--- src/rtl/cfid_pkg.sv ---
// shared types and constants for the cascaded fir interpolator / decimator
// no dependencies; imported by the interfaces, cfid_decim and the top level
package cfid_pkg;

	localparam int CFG_IDX_W  = 3;
	localparam int CFG_DATA_W = 16;
	localparam int TAPS_W     = 7;
	localparam int UP_W       = 3;
	localparam int DEC_W      = 16;
	localparam int ACC_W      = 32;
	localparam int SAMPLE_W   = 16;
	localparam int Q_SHIFT    = 16;
	localparam int SEL_W      = 2;
	localparam int CIDX_W     = 5;

	localparam logic [CFG_IDX_W-1:0] REG_TAPS_FIRST      = 3'd0;
	localparam logic [CFG_IDX_W-1:0] REG_TAPS_SECOND     = 3'd1;
	localparam logic [CFG_IDX_W-1:0] REG_TAPS_THIRD      = 3'd2;
	localparam logic [CFG_IDX_W-1:0] REG_UPSAMPLE_FIRST  = 3'd3;
	localparam logic [CFG_IDX_W-1:0] REG_UPSAMPLE_SECOND = 3'd4;
	localparam logic [CFG_IDX_W-1:0] REG_UPSAMPLE_THIRD  = 3'd5;
	localparam logic [CFG_IDX_W-1:0] REG_DECIMATION      = 3'd6;

	localparam logic [UP_W-1:0] MAX_REPEAT = 3'd4;

	localparam logic MODE_AUDIO = 1'b0;
	localparam logic MODE_COEF  = 1'b1;

	localparam logic [SEL_W-1:0] STAGE_FIRST  = 2'd0;
	localparam logic [SEL_W-1:0] STAGE_SECOND = 2'd1;
	localparam logic [SEL_W-1:0] STAGE_THIRD  = 2'd2;

	typedef enum logic [3:0] {
		ST_CLEAR,
		ST_IDLE,
		ST_MOD,
		ST_SCAT,
		ST_NEXT_A,
		ST_NEXT_B,
		ST_NEXT_C,
		ST_POP,
		ST_FLUSH
	} cfid_state_t;

	typedef enum logic [1:0] {
		SIDE_RIGHT,
		SIDE_LEFT,
		SIDE_CENTRE
	} cfid_side_t;

	typedef struct packed {
		logic start;
		logic tick;
	} decim_ctl_t;

	typedef struct packed {
		logic busy;
		logic emit;
	} decim_sts_t;

endpackage

--- src/rtl/cfid_decim.sv ---
// output tick phase counter with decimation test
// depends on cfid_pkg; holds the phase residue, rebuilt by a bit-serial remainder unit
module cfid_decim (
	input  logic                    clk,
	input  logic                    arst_n,
	input  logic [cfid_pkg::DEC_W-1:0] dec,
	input  cfid_pkg::decim_ctl_t    ctl,
	output cfid_pkg::decim_sts_t    sts
);
	import cfid_pkg::*;

	logic [DEC_W-1:0] phase_q;
	logic [DEC_W-1:0] res_q;
	logic [3:0]       bit_q;
	logic             busy_q;

	logic [DEC_W:0]   trial;
	logic [DEC_W-1:0] res_step;
	logic             emit;
	logic [DEC_W-1:0] phase_d;
	logic [DEC_W-1:0] res_base;
	logic [DEC_W:0]   res_inc;
	logic [DEC_W-1:0] res_tick;

	always_comb begin
		// one restoring remainder step, msb first
		trial = {res_q, phase_q[bit_q]};
		if (trial >= {1'b0, dec}) begin
			res_step = DEC_W'(trial - {1'b0, dec});
		end else begin
			res_step = trial[DEC_W-1:0];
		end
		emit     = (res_q == '0);
		phase_d  = (emit ? '0 : phase_q) + DEC_W'(1);
		res_base = emit ? '0 : res_q;
		res_inc  = {1'b0, res_base} + (DEC_W+1)'(1);
		// phase wraps to zero, so the residue does too
		if (phase_d == '0) begin
			res_tick = '0;
		end else if (res_inc == {1'b0, dec}) begin
			res_tick = '0;
		end else begin
			res_tick = res_inc[DEC_W-1:0];
		end
	end

	always_ff @(posedge clk or negedge arst_n) begin
		if (!arst_n) begin
			phase_q <= '0;
			res_q   <= '0;
			bit_q   <= '0;
			busy_q  <= 1'b0;
		end else begin
			if (ctl.start) begin
				res_q  <= '0;
				bit_q  <= 4'd15;
				busy_q <= 1'b1;
			end else if (busy_q) begin
				res_q <= res_step;
				if (bit_q == '0) begin
					busy_q <= 1'b0;
				end else begin
					bit_q <= bit_q - 4'd1;
				end
			end else if (ctl.tick) begin
				phase_q <= phase_d;
				res_q   <= res_tick;
			end
		end
	end

	assign sts.busy = busy_q;
	assign sts.emit = emit;

endmodule

--- config.mk ---
export PLATFORM = sky130hd
export DESIGN_NAME = cfid_decim
export DESIGN_NICKNAME = d
export VERILOG_FILES = /design/src/rtl/cfid_pkg.sv /design/src/rtl/cfid_decim.sv
export SDC_FILE = /design/constraint.sdc
export NUM_CORES = 1
export LEC_CHECK = 0
export BUFFER_PORTS_ARGS = -buffer_cell sky130_fd_sc_hd__clkbuf_2
export CORE_ASPECT_RATIO = 2
export CORE_MARGIN = 1
export CORE_UTILIZATION = 45
export CTS_CLUSTER_DIAMETER = 50
export DETAILED_ROUTE_END_ITERATION = 10
export HOLD_SLACK_MARGIN = 0.12
export PLACE_DENSITY = 0.67
export RECOVER_POWER = 25
export SLEW_MARGIN = 10
export SYNTH_ARGS = -nofsm -noshare
export SYNTH_HDL_FRONTEND = slang
export SYNTH_SLANG_ARGS = --single-unit
--- constraint.sdc ---
create_clock -name clk -period 4.6 [get_ports clk]
set_input_delay 0.23 -clock clk [delete_from_list [all_inputs] [get_ports clk]]
set_output_delay 0.23 -clock clk [all_outputs]
set_load 0.005 [all_outputs]
* Word-level counts from Yosys, hierarchy flattened *
Index checks and enable logic that the tools add are counted.

storage, ports and cells
  bits in registers = 37
  latch bits = 0
  RAM bits = 0
  ROM bits = 0
  word-level logic and storage cells = 37
  memories kept = 0

cells by class
  $add $sub $neg = 4
  $mul = 0
  divide/modulo/power cells = 0
  order comparisons = 2
  equality and inequality tests = 2
  shifts and indexed selects = 0
  muxes and demuxes = 16
  bitwise logic cells = 2
  reduce and logical (&&, ||, !) cells = 7

operators with widths
  kind                   number
  $mux 16                8
  $logic_not 16->1       2
  $add 16x1->17 const B  1
  $eq 17x16->1           1
  $ge 17x16->1           1
  $add 16x1->16 const B  1
  $sub 16x16->16         1
  $mux 4                 3
  $lt 4x5->1 const B     1
  $bmux 1 s4             1
  $logic_not 4->1        1
  $mux 1                 4
  $sub 4x1->4 const B    1
  $reduce_and 3->1       1
  $reduce_bool 3->1      1
  $ne 2x2->1 const B     1
  $not 1->1              2
  $reduce_and 2->1       1
  $reduce_bool 2->1      1

* Logic depth before layout (Yosys ltp) *
  word-level depth = 9
  gate-level depth with buffers = 17
  depth with buffers taken out = 15

* Worst setup path before layout *
OpenSTA, ideal clock, no wires.

  kind = flip-flop to flip-flop
  start = register bit_q[0]
  end = register res_q[14]
  setup time = 0.125 ns
  arrival = 3.979 ns
  setup slack = 0.495 ns
  cell stages (with the launch flop) = 17
  clock period less this slack = 4.105 ns
  cells stage by stage = dfrtp_1 -> clkbuf_1 -> mux4_2 -> mux4_2 -> inv_1 -> ha_1 -> inv_1 -> fa_1 -> a21o_1 -> a21oi_1 -> nor2_1 -> o221a_2 -> o41a_1 -> a31oi_1 -> xnor2_1 -> nor3_1 -> a2111oi_0

on the way
  cells in the longest elaborated chain, start to end = 6
  elaborated cells between the ends (all ways) = 7
  classes of those cells = add/sub (1); order compare (1); mux (5)

RTL lines
  what                                            RTL line                            text
  from (decl)                                     cfid_decim.sv:14                    logic [3:0] bit_q;
  from (signal assigned)                          cfid_decim.sv:63                    bit_q <= bit_q - 4'd1;
  $bmux 1 s4 *                                    cfid_decim.sv:27                    trial = {res_q, phase_q[bit_q]};
  $mux 1 (not written as such) *                  cfid_decim.sv:27
  $sub 16x16->16 or $ge 17x16->1 (tied branches)  cfid_decim.sv:29, cfid_decim.sv:28
  $mux 16 *                                       cfid_decim.sv:28                    if (trial >= {1'b0, dec}) begin
  $mux 16 *                                       cfid_decim.sv:58                    end else if (busy_q) begin
  $mux 16 *                                       cfid_decim.sv:54                    if (ctl.start) begin
  to (signal assigned)                            cfid_decim.sv:59                    res_q <= res_step;
  to (signal assigned)                            cfid_decim.sv:67                    res_q <= res_tick;
  to (decl)                                       cfid_decim.sv:13                    logic [DEC_W-1:0] res_q;

Every way passes the cells marked *; elsewhere a longest branch is shown, timed or not. The select of a mux whose other input is x is not followed.
A chain may end at the register's enable or synchronous reset.

* Worst setup path after layout *
  start = register phase_q[3]
  end = register res_q[14]

on the way
  cells in the longest elaborated chain, start to end = 7
  elaborated cells between the ends (all ways) = 12
  classes of those cells = add/sub (2); order compare (1); mux (8); reduce/logical (1)

RTL lines
  what                    RTL line          text
  from (decl)             cfid_decim.sv:12  logic [DEC_W-1:0] phase_q;
  from (signal assigned)  cfid_decim.sv:66  phase_q <= phase_d;
  $mux 16                 cfid_decim.sv:34  phase_d = (emit ? '0 : phase_q) + DEC_W'(1);
  $add 16x1->16           cfid_decim.sv:34
  $logic_not 16->1        cfid_decim.sv:38  if (phase_d == '0) begin
  $mux 16                 cfid_decim.sv:38
  $mux 16                 cfid_decim.sv:65  end else if (ctl.tick) begin
  $mux 16 *               cfid_decim.sv:58
  $mux 16 *               cfid_decim.sv:54

Marks and branches as above.

==> flow_summary.html <==
<table>
<tr><th>Metric</th><th>Value</th></tr>
<tr><th colspan="2">Critical path</th></tr>
<tr><td>Crit start category</td><td>flip-flop</td></tr>
<tr><td>Worst-case register-to-register setup slack</td><td>0.35 ns</td></tr>
<tr><td>Arr. time, crit path</td><td>4.42 ns</td></tr>
<tr><td>Required time of the critical path</td><td>between 4 and 5 ns</td></tr>
<tr><td>Type of destination of the critical path</td><td>flip-flop</td></tr>
<tr><td>Critical path class</td><td>reg2reg</td></tr>
<tr><td>Crit Path Max Fanout</td><td>9</td></tr>
<tr><td>Worst r2r path cells</td><td>15</td></tr>
<tr><th colspan="2">Logic synthesis</th></tr>
<tr><td>Yosys top cell by area</td><td>dfrtp_1</td></tr>
<tr><td>Top cell type's share of synthesized area</td><td>22.7%</td></tr>
<tr><td>Post-synthesis net count</td><td>~570</td></tr>
<tr><td>Seq cells post-synth</td><td>37</td></tr>
<tr><td>Cells after synthesis</td><td>around 530</td></tr>
<tr><td>Number of enable-type register cells in the synthesized netlist</td><td>0</td></tr>
<tr><td>Sequential-to-total area share from yosys stat</td><td>22.7%</td></tr>
<tr><td>Syn Std Cell Area</td><td>just over 4000 µm²</td></tr>
<tr><td>Top-count cell post-synth</td><td>nand2_1</td></tr>
<tr><td>Prevailing post-synth register cell</td><td>dfrtp_1</td></tr>
<tr><td>Most frequent cells after synthesis</td><td>50 x nand2_1, 44 x nor2_1, 37 x dfrtp_1, 36 x inv_1, 29 x o21ai_0</td></tr>
<tr><td>Synth top area cells</td><td>dfrtp_1 23%, ha_1 6.5%, nand2_1 4.6%</td></tr>
<tr><td>YS warnings</td><td>0</td></tr>
<tr><td>Number of library cell types mapped by synthesis</td><td>69</td></tr>
<tr><td>Share of flip-flops with an asynchronous set or reset</td><td>100%</td></tr>
<tr><td>Average size of a mapped cell</td><td>7.76 µm²</td></tr>
<tr><th colspan="2">Clocking</th></tr>
<tr><td>Clock sink total</td><td>37</td></tr>
<tr><td>Clock edge transition at the registers on the reported setup and hold paths</td><td>~0.07 ns</td></tr>
<tr><td>Insertion delay to the later sink of the worst-skew pair</td><td>roughly 0.3 ns</td></tr>
<tr><td>CTS Buffer Depth</td><td>2</td></tr>
<tr><td>Inserted Clock Buffers</td><td>5</td></tr>
<tr><td>Clock tree from TritonCTS</td><td>built</td></tr>
<tr><td>Buffer cell driving the clock tree root</td><td>clkbuf_16</td></tr>
<tr><td>Post-CTS setup buffer count</td><td>0</td></tr>
<tr><td>Level count of the clock H-tree</td><td>2</td></tr>
<tr><th colspan="2">Cells and area</th></tr>
<tr><td>Final instance area</td><td>4550 µm²</td></tr>
<tr><td>Non-filler instance count after layout</td><td>650</td></tr>
<tr><td>Fraction of layout cells with a size suffix above 1</td><td>14.2%</td></tr>
<tr><td>Sequential cell area</td><td>roughly 900 µm²</td></tr>
<tr><td>Final Core Density</td><td>52.3%</td></tr>
<tr><td>Filler Cell Count</td><td>839</td></tr>
<tr><td>Antenna cell count</td><td>0</td></tr>
<tr><td>Area Growth Syn to Fin</td><td>11.8%</td></tr>
<tr><td>Nets@finish</td><td>591</td></tr>
<tr><td>Total area of multi-input combinational cells</td><td>2850 µm²</td></tr>
<tr><th colspan="2">Power</th></tr>
<tr><td>Worst IR Drop VDD</td><td>0.000265 V</td></tr>
<tr><td>Pwr dens</td><td>a little under 500 nW/µm²</td></tr>
<tr><td>Static leakage</td><td>2.04 nW</td></tr>
<tr><td>Total design power</td><td>2.23 mW</td></tr>
<tr><th colspan="2">STA</th></tr>
<tr><td>Worst slew margin relative to its limit</td><td>-47.4%</td></tr>
<tr><td>Achievable Freq</td><td>roughly 0.24 GHz</td></tr>
<tr><td>Total negative slack</td><td>0 ns</td></tr>
<tr><td>Transition time of the tightest slew-check pin</td><td>between 2 and 2.5 ns</td></tr>
<tr><td>Final setup skew</td><td>0.0145 ns</td></tr>
<tr><td>Final cycle utilization of the critical path</td><td>between 90% and 100%</td></tr>
<tr><td>Shortest clock period the worst path allows after layout</td><td>4.25 ns</td></tr>
<tr><td>Total of endpoints with negative setup slack in the final report</td><td>0</td></tr>
<tr><td>Hold slack final</td><td>approximately 0.32 ns</td></tr>
<tr><td>Unrepaired setup endpoints after global routing</td><td>false</td></tr>
<tr><td>Post-route setup slack</td><td>~0.35 ns</td></tr>
<tr><td>Max-slew violation count</td><td>38</td></tr>
<tr><td>Hold Violations, Final</td><td>0</td></tr>
<tr><th colspan="2">Worst hold path</th></tr>
<tr><td>Hold path cells</td><td>2</td></tr>
<tr><td>Class of the tightest hold or removal check</td><td>in2reg</td></tr>
<tr><th colspan="2">Floorplan</th></tr>
<tr><td>Full die area</td><td>9460 µm²</td></tr>
<tr><td>Number of standard-cell rows in the floorplan</td><td>48</td></tr>
<tr><td>Top-Level Pins</td><td>22</td></tr>
<tr><td>Starting density of the core</td><td>46.8%</td></tr>
<tr><td>Die H</td><td>137 µm</td></tr>
<tr><td>Chip width</td><td>69.3 µm</td></tr>
<tr><td>Floorplan Core Area</td><td>8710 µm²</td></tr>
<tr><th colspan="2">Routing</th></tr>
<tr><td>First DRT Iteration DRCs</td><td>359</td></tr>
<tr><td>Number of iterations in the first detailed-routing pass</td><td>5</td></tr>
<tr><td>DR WL/cell</td><td>19.9 µm</td></tr>
<tr><td>Post-DR vias/cell</td><td>6.35</td></tr>
<tr><td>Antenna-violating nets left</td><td>0</td></tr>
<tr><td>Residual DRC</td><td>0</td></tr>
<tr><td>Total detailed-routing wirelength</td><td>12.9 mm</td></tr>
<tr><td>Total via count in the routed design</td><td>4,125</td></tr>
<tr><th colspan="2">Global route</th></tr>
<tr><td>Antenna violations before repair</td><td>0</td></tr>
<tr><td>GRT Util Overall</td><td>28.5%</td></tr>
<tr><td>Aggregate global routing overflow</td><td>0</td></tr>
<tr><td>Wire length of the first global-routing pass</td><td>20.8 mm</td></tr>
<tr><td>Via count of the first global-routing pass</td><td>4,153</td></tr>
<tr><td>Maximum number of pins on one net before global-route repair</td><td>38</td></tr>
<tr><th colspan="2">Placed design</th></tr>
<tr><td>Cell count after placement</td><td>642</td></tr>
<tr><td>Quantity of I/O buffers inserted on ports</td><td>21</td></tr>
<tr><td>Placement Setup Slack</td><td>0.255 ns</td></tr>
<tr><td>Routability-driven placement congestion ratio</td><td>0.986</td></tr>
<tr><td>Placed wire-length estimate after detailed placement</td><td>10.1 mm</td></tr>
<tr><td>Dpl cell area</td><td>4380 µm²</td></tr>
<tr><th colspan="2">Outcome</th></tr>
<tr><td>Violations in the final reports</td><td>max-capacitance violations, max-slew violations</td></tr>
<tr><td>Status</td><td>complete, but fails checks</td></tr>
<tr><th colspan="2">Flow run</th></tr>
<tr><td>Max-cap check violation count</td><td>1</td></tr>
</table>
==> sequential cells by signal, summed over array words and instances (netlist names) <==
signal and count:
phase_q 16, res_q 16, bit_q 4, busy_q 1
==> metal layers <==
metal  wire, µm  GRT usage [%]  vias to the layer above
met4        940           21.0                        0
met5          0              0                        -
li1           -              -                     1965
met3        463           2.87                       59
met2       7000           54.0                      161
met1       4500           28.3                     1940
==> what timing repair did <==
action / CTS / global route
gates resized for setup: 0 / 2
hold buffers: 0 / 0
endpoints found under the setup margin: 0 / 1
==> placed cells by master, fill, tap and decap left out, types with 6 or more instances in the layout <==
cell      synthesis  layout
a211oi_1          6       6
a21o_1           10      10
a21oi_1          27      27
buf_4             5      29
clkbuf_2          0      20
dfrtp_1          37      36
ha_1             21      21
inv_1            36      36
mux2i_1          12      12
nand2_1          50      50
nand2b_1          9       9
nand3_1          19      19
nand4_1           8       8
nor2_1           44      44
nor3_1           22      22
nor4_1            6       6
o21ai_0          29      29
o31ai_1          11      11
or3_1            11      11
xnor2_1          15      15
xor2_1           17      17
==> power breakdown <==
part	internal, mW	switching [mW]
clock network	0.257	0.161
logic	0.569	0.795
registers	0.388	0.0646
==> worst paths after layout <==
check | from | endpoint
min | ctl[1] | res_q[10]
max in group asynchronous | arst_n | bit_q[0]
max reg2reg | phase_q[3] | res_q[14]
max | phase_q[3] | res_q[14]
min in group asynchronous | arst_n | res_q[11]
min reg2reg | phase_q[14] | phase_q[14]
==> kinds of logic after synthesis <==
| group | Yosys count | share of synthesized area (%) |
|---|---|---|
| DFF | 37 | 22.7 |
| xor gates and xnor gates | 33 | 7.28 |
| and+or+nand+nor | 203 | 25.5 |
| buffers and inverters | 70 | 7.41 |
| AOI/OAI and AO/OA | 142 | 24.1 |
| adders and majority gates | 22 | 6.95 |
| muxes | 18 | 5.99 |
==> layout make-up <==
type	count	area share, %
repair buffers	51	7.50
well taps	100	2.75
clock inverters	3	1.02
multi-input cells	418	62.7
inverters	36	2.97
clock buffers	5	2.75
flip-flops and latches	37	20.4
==> critical path, stage by stage (launching register included) <==
cell	delay, ns
dfrtp_1	0.49
mux4_2	0.51
mux4_2	0.46
inv_1	0.08
ha_1	0.17
inv_1	0.06
fa_1	0.40
a21o_1	0.19
a21oi_1	0.26
nor2_1	0.10
o221a_2	0.29
o41a_1	0.34
a31oi_1	0.22
xnor2_1	0.14
nor3_1	0.07
a2111oi_1	0.33
(Power assumes the default switching activity.)
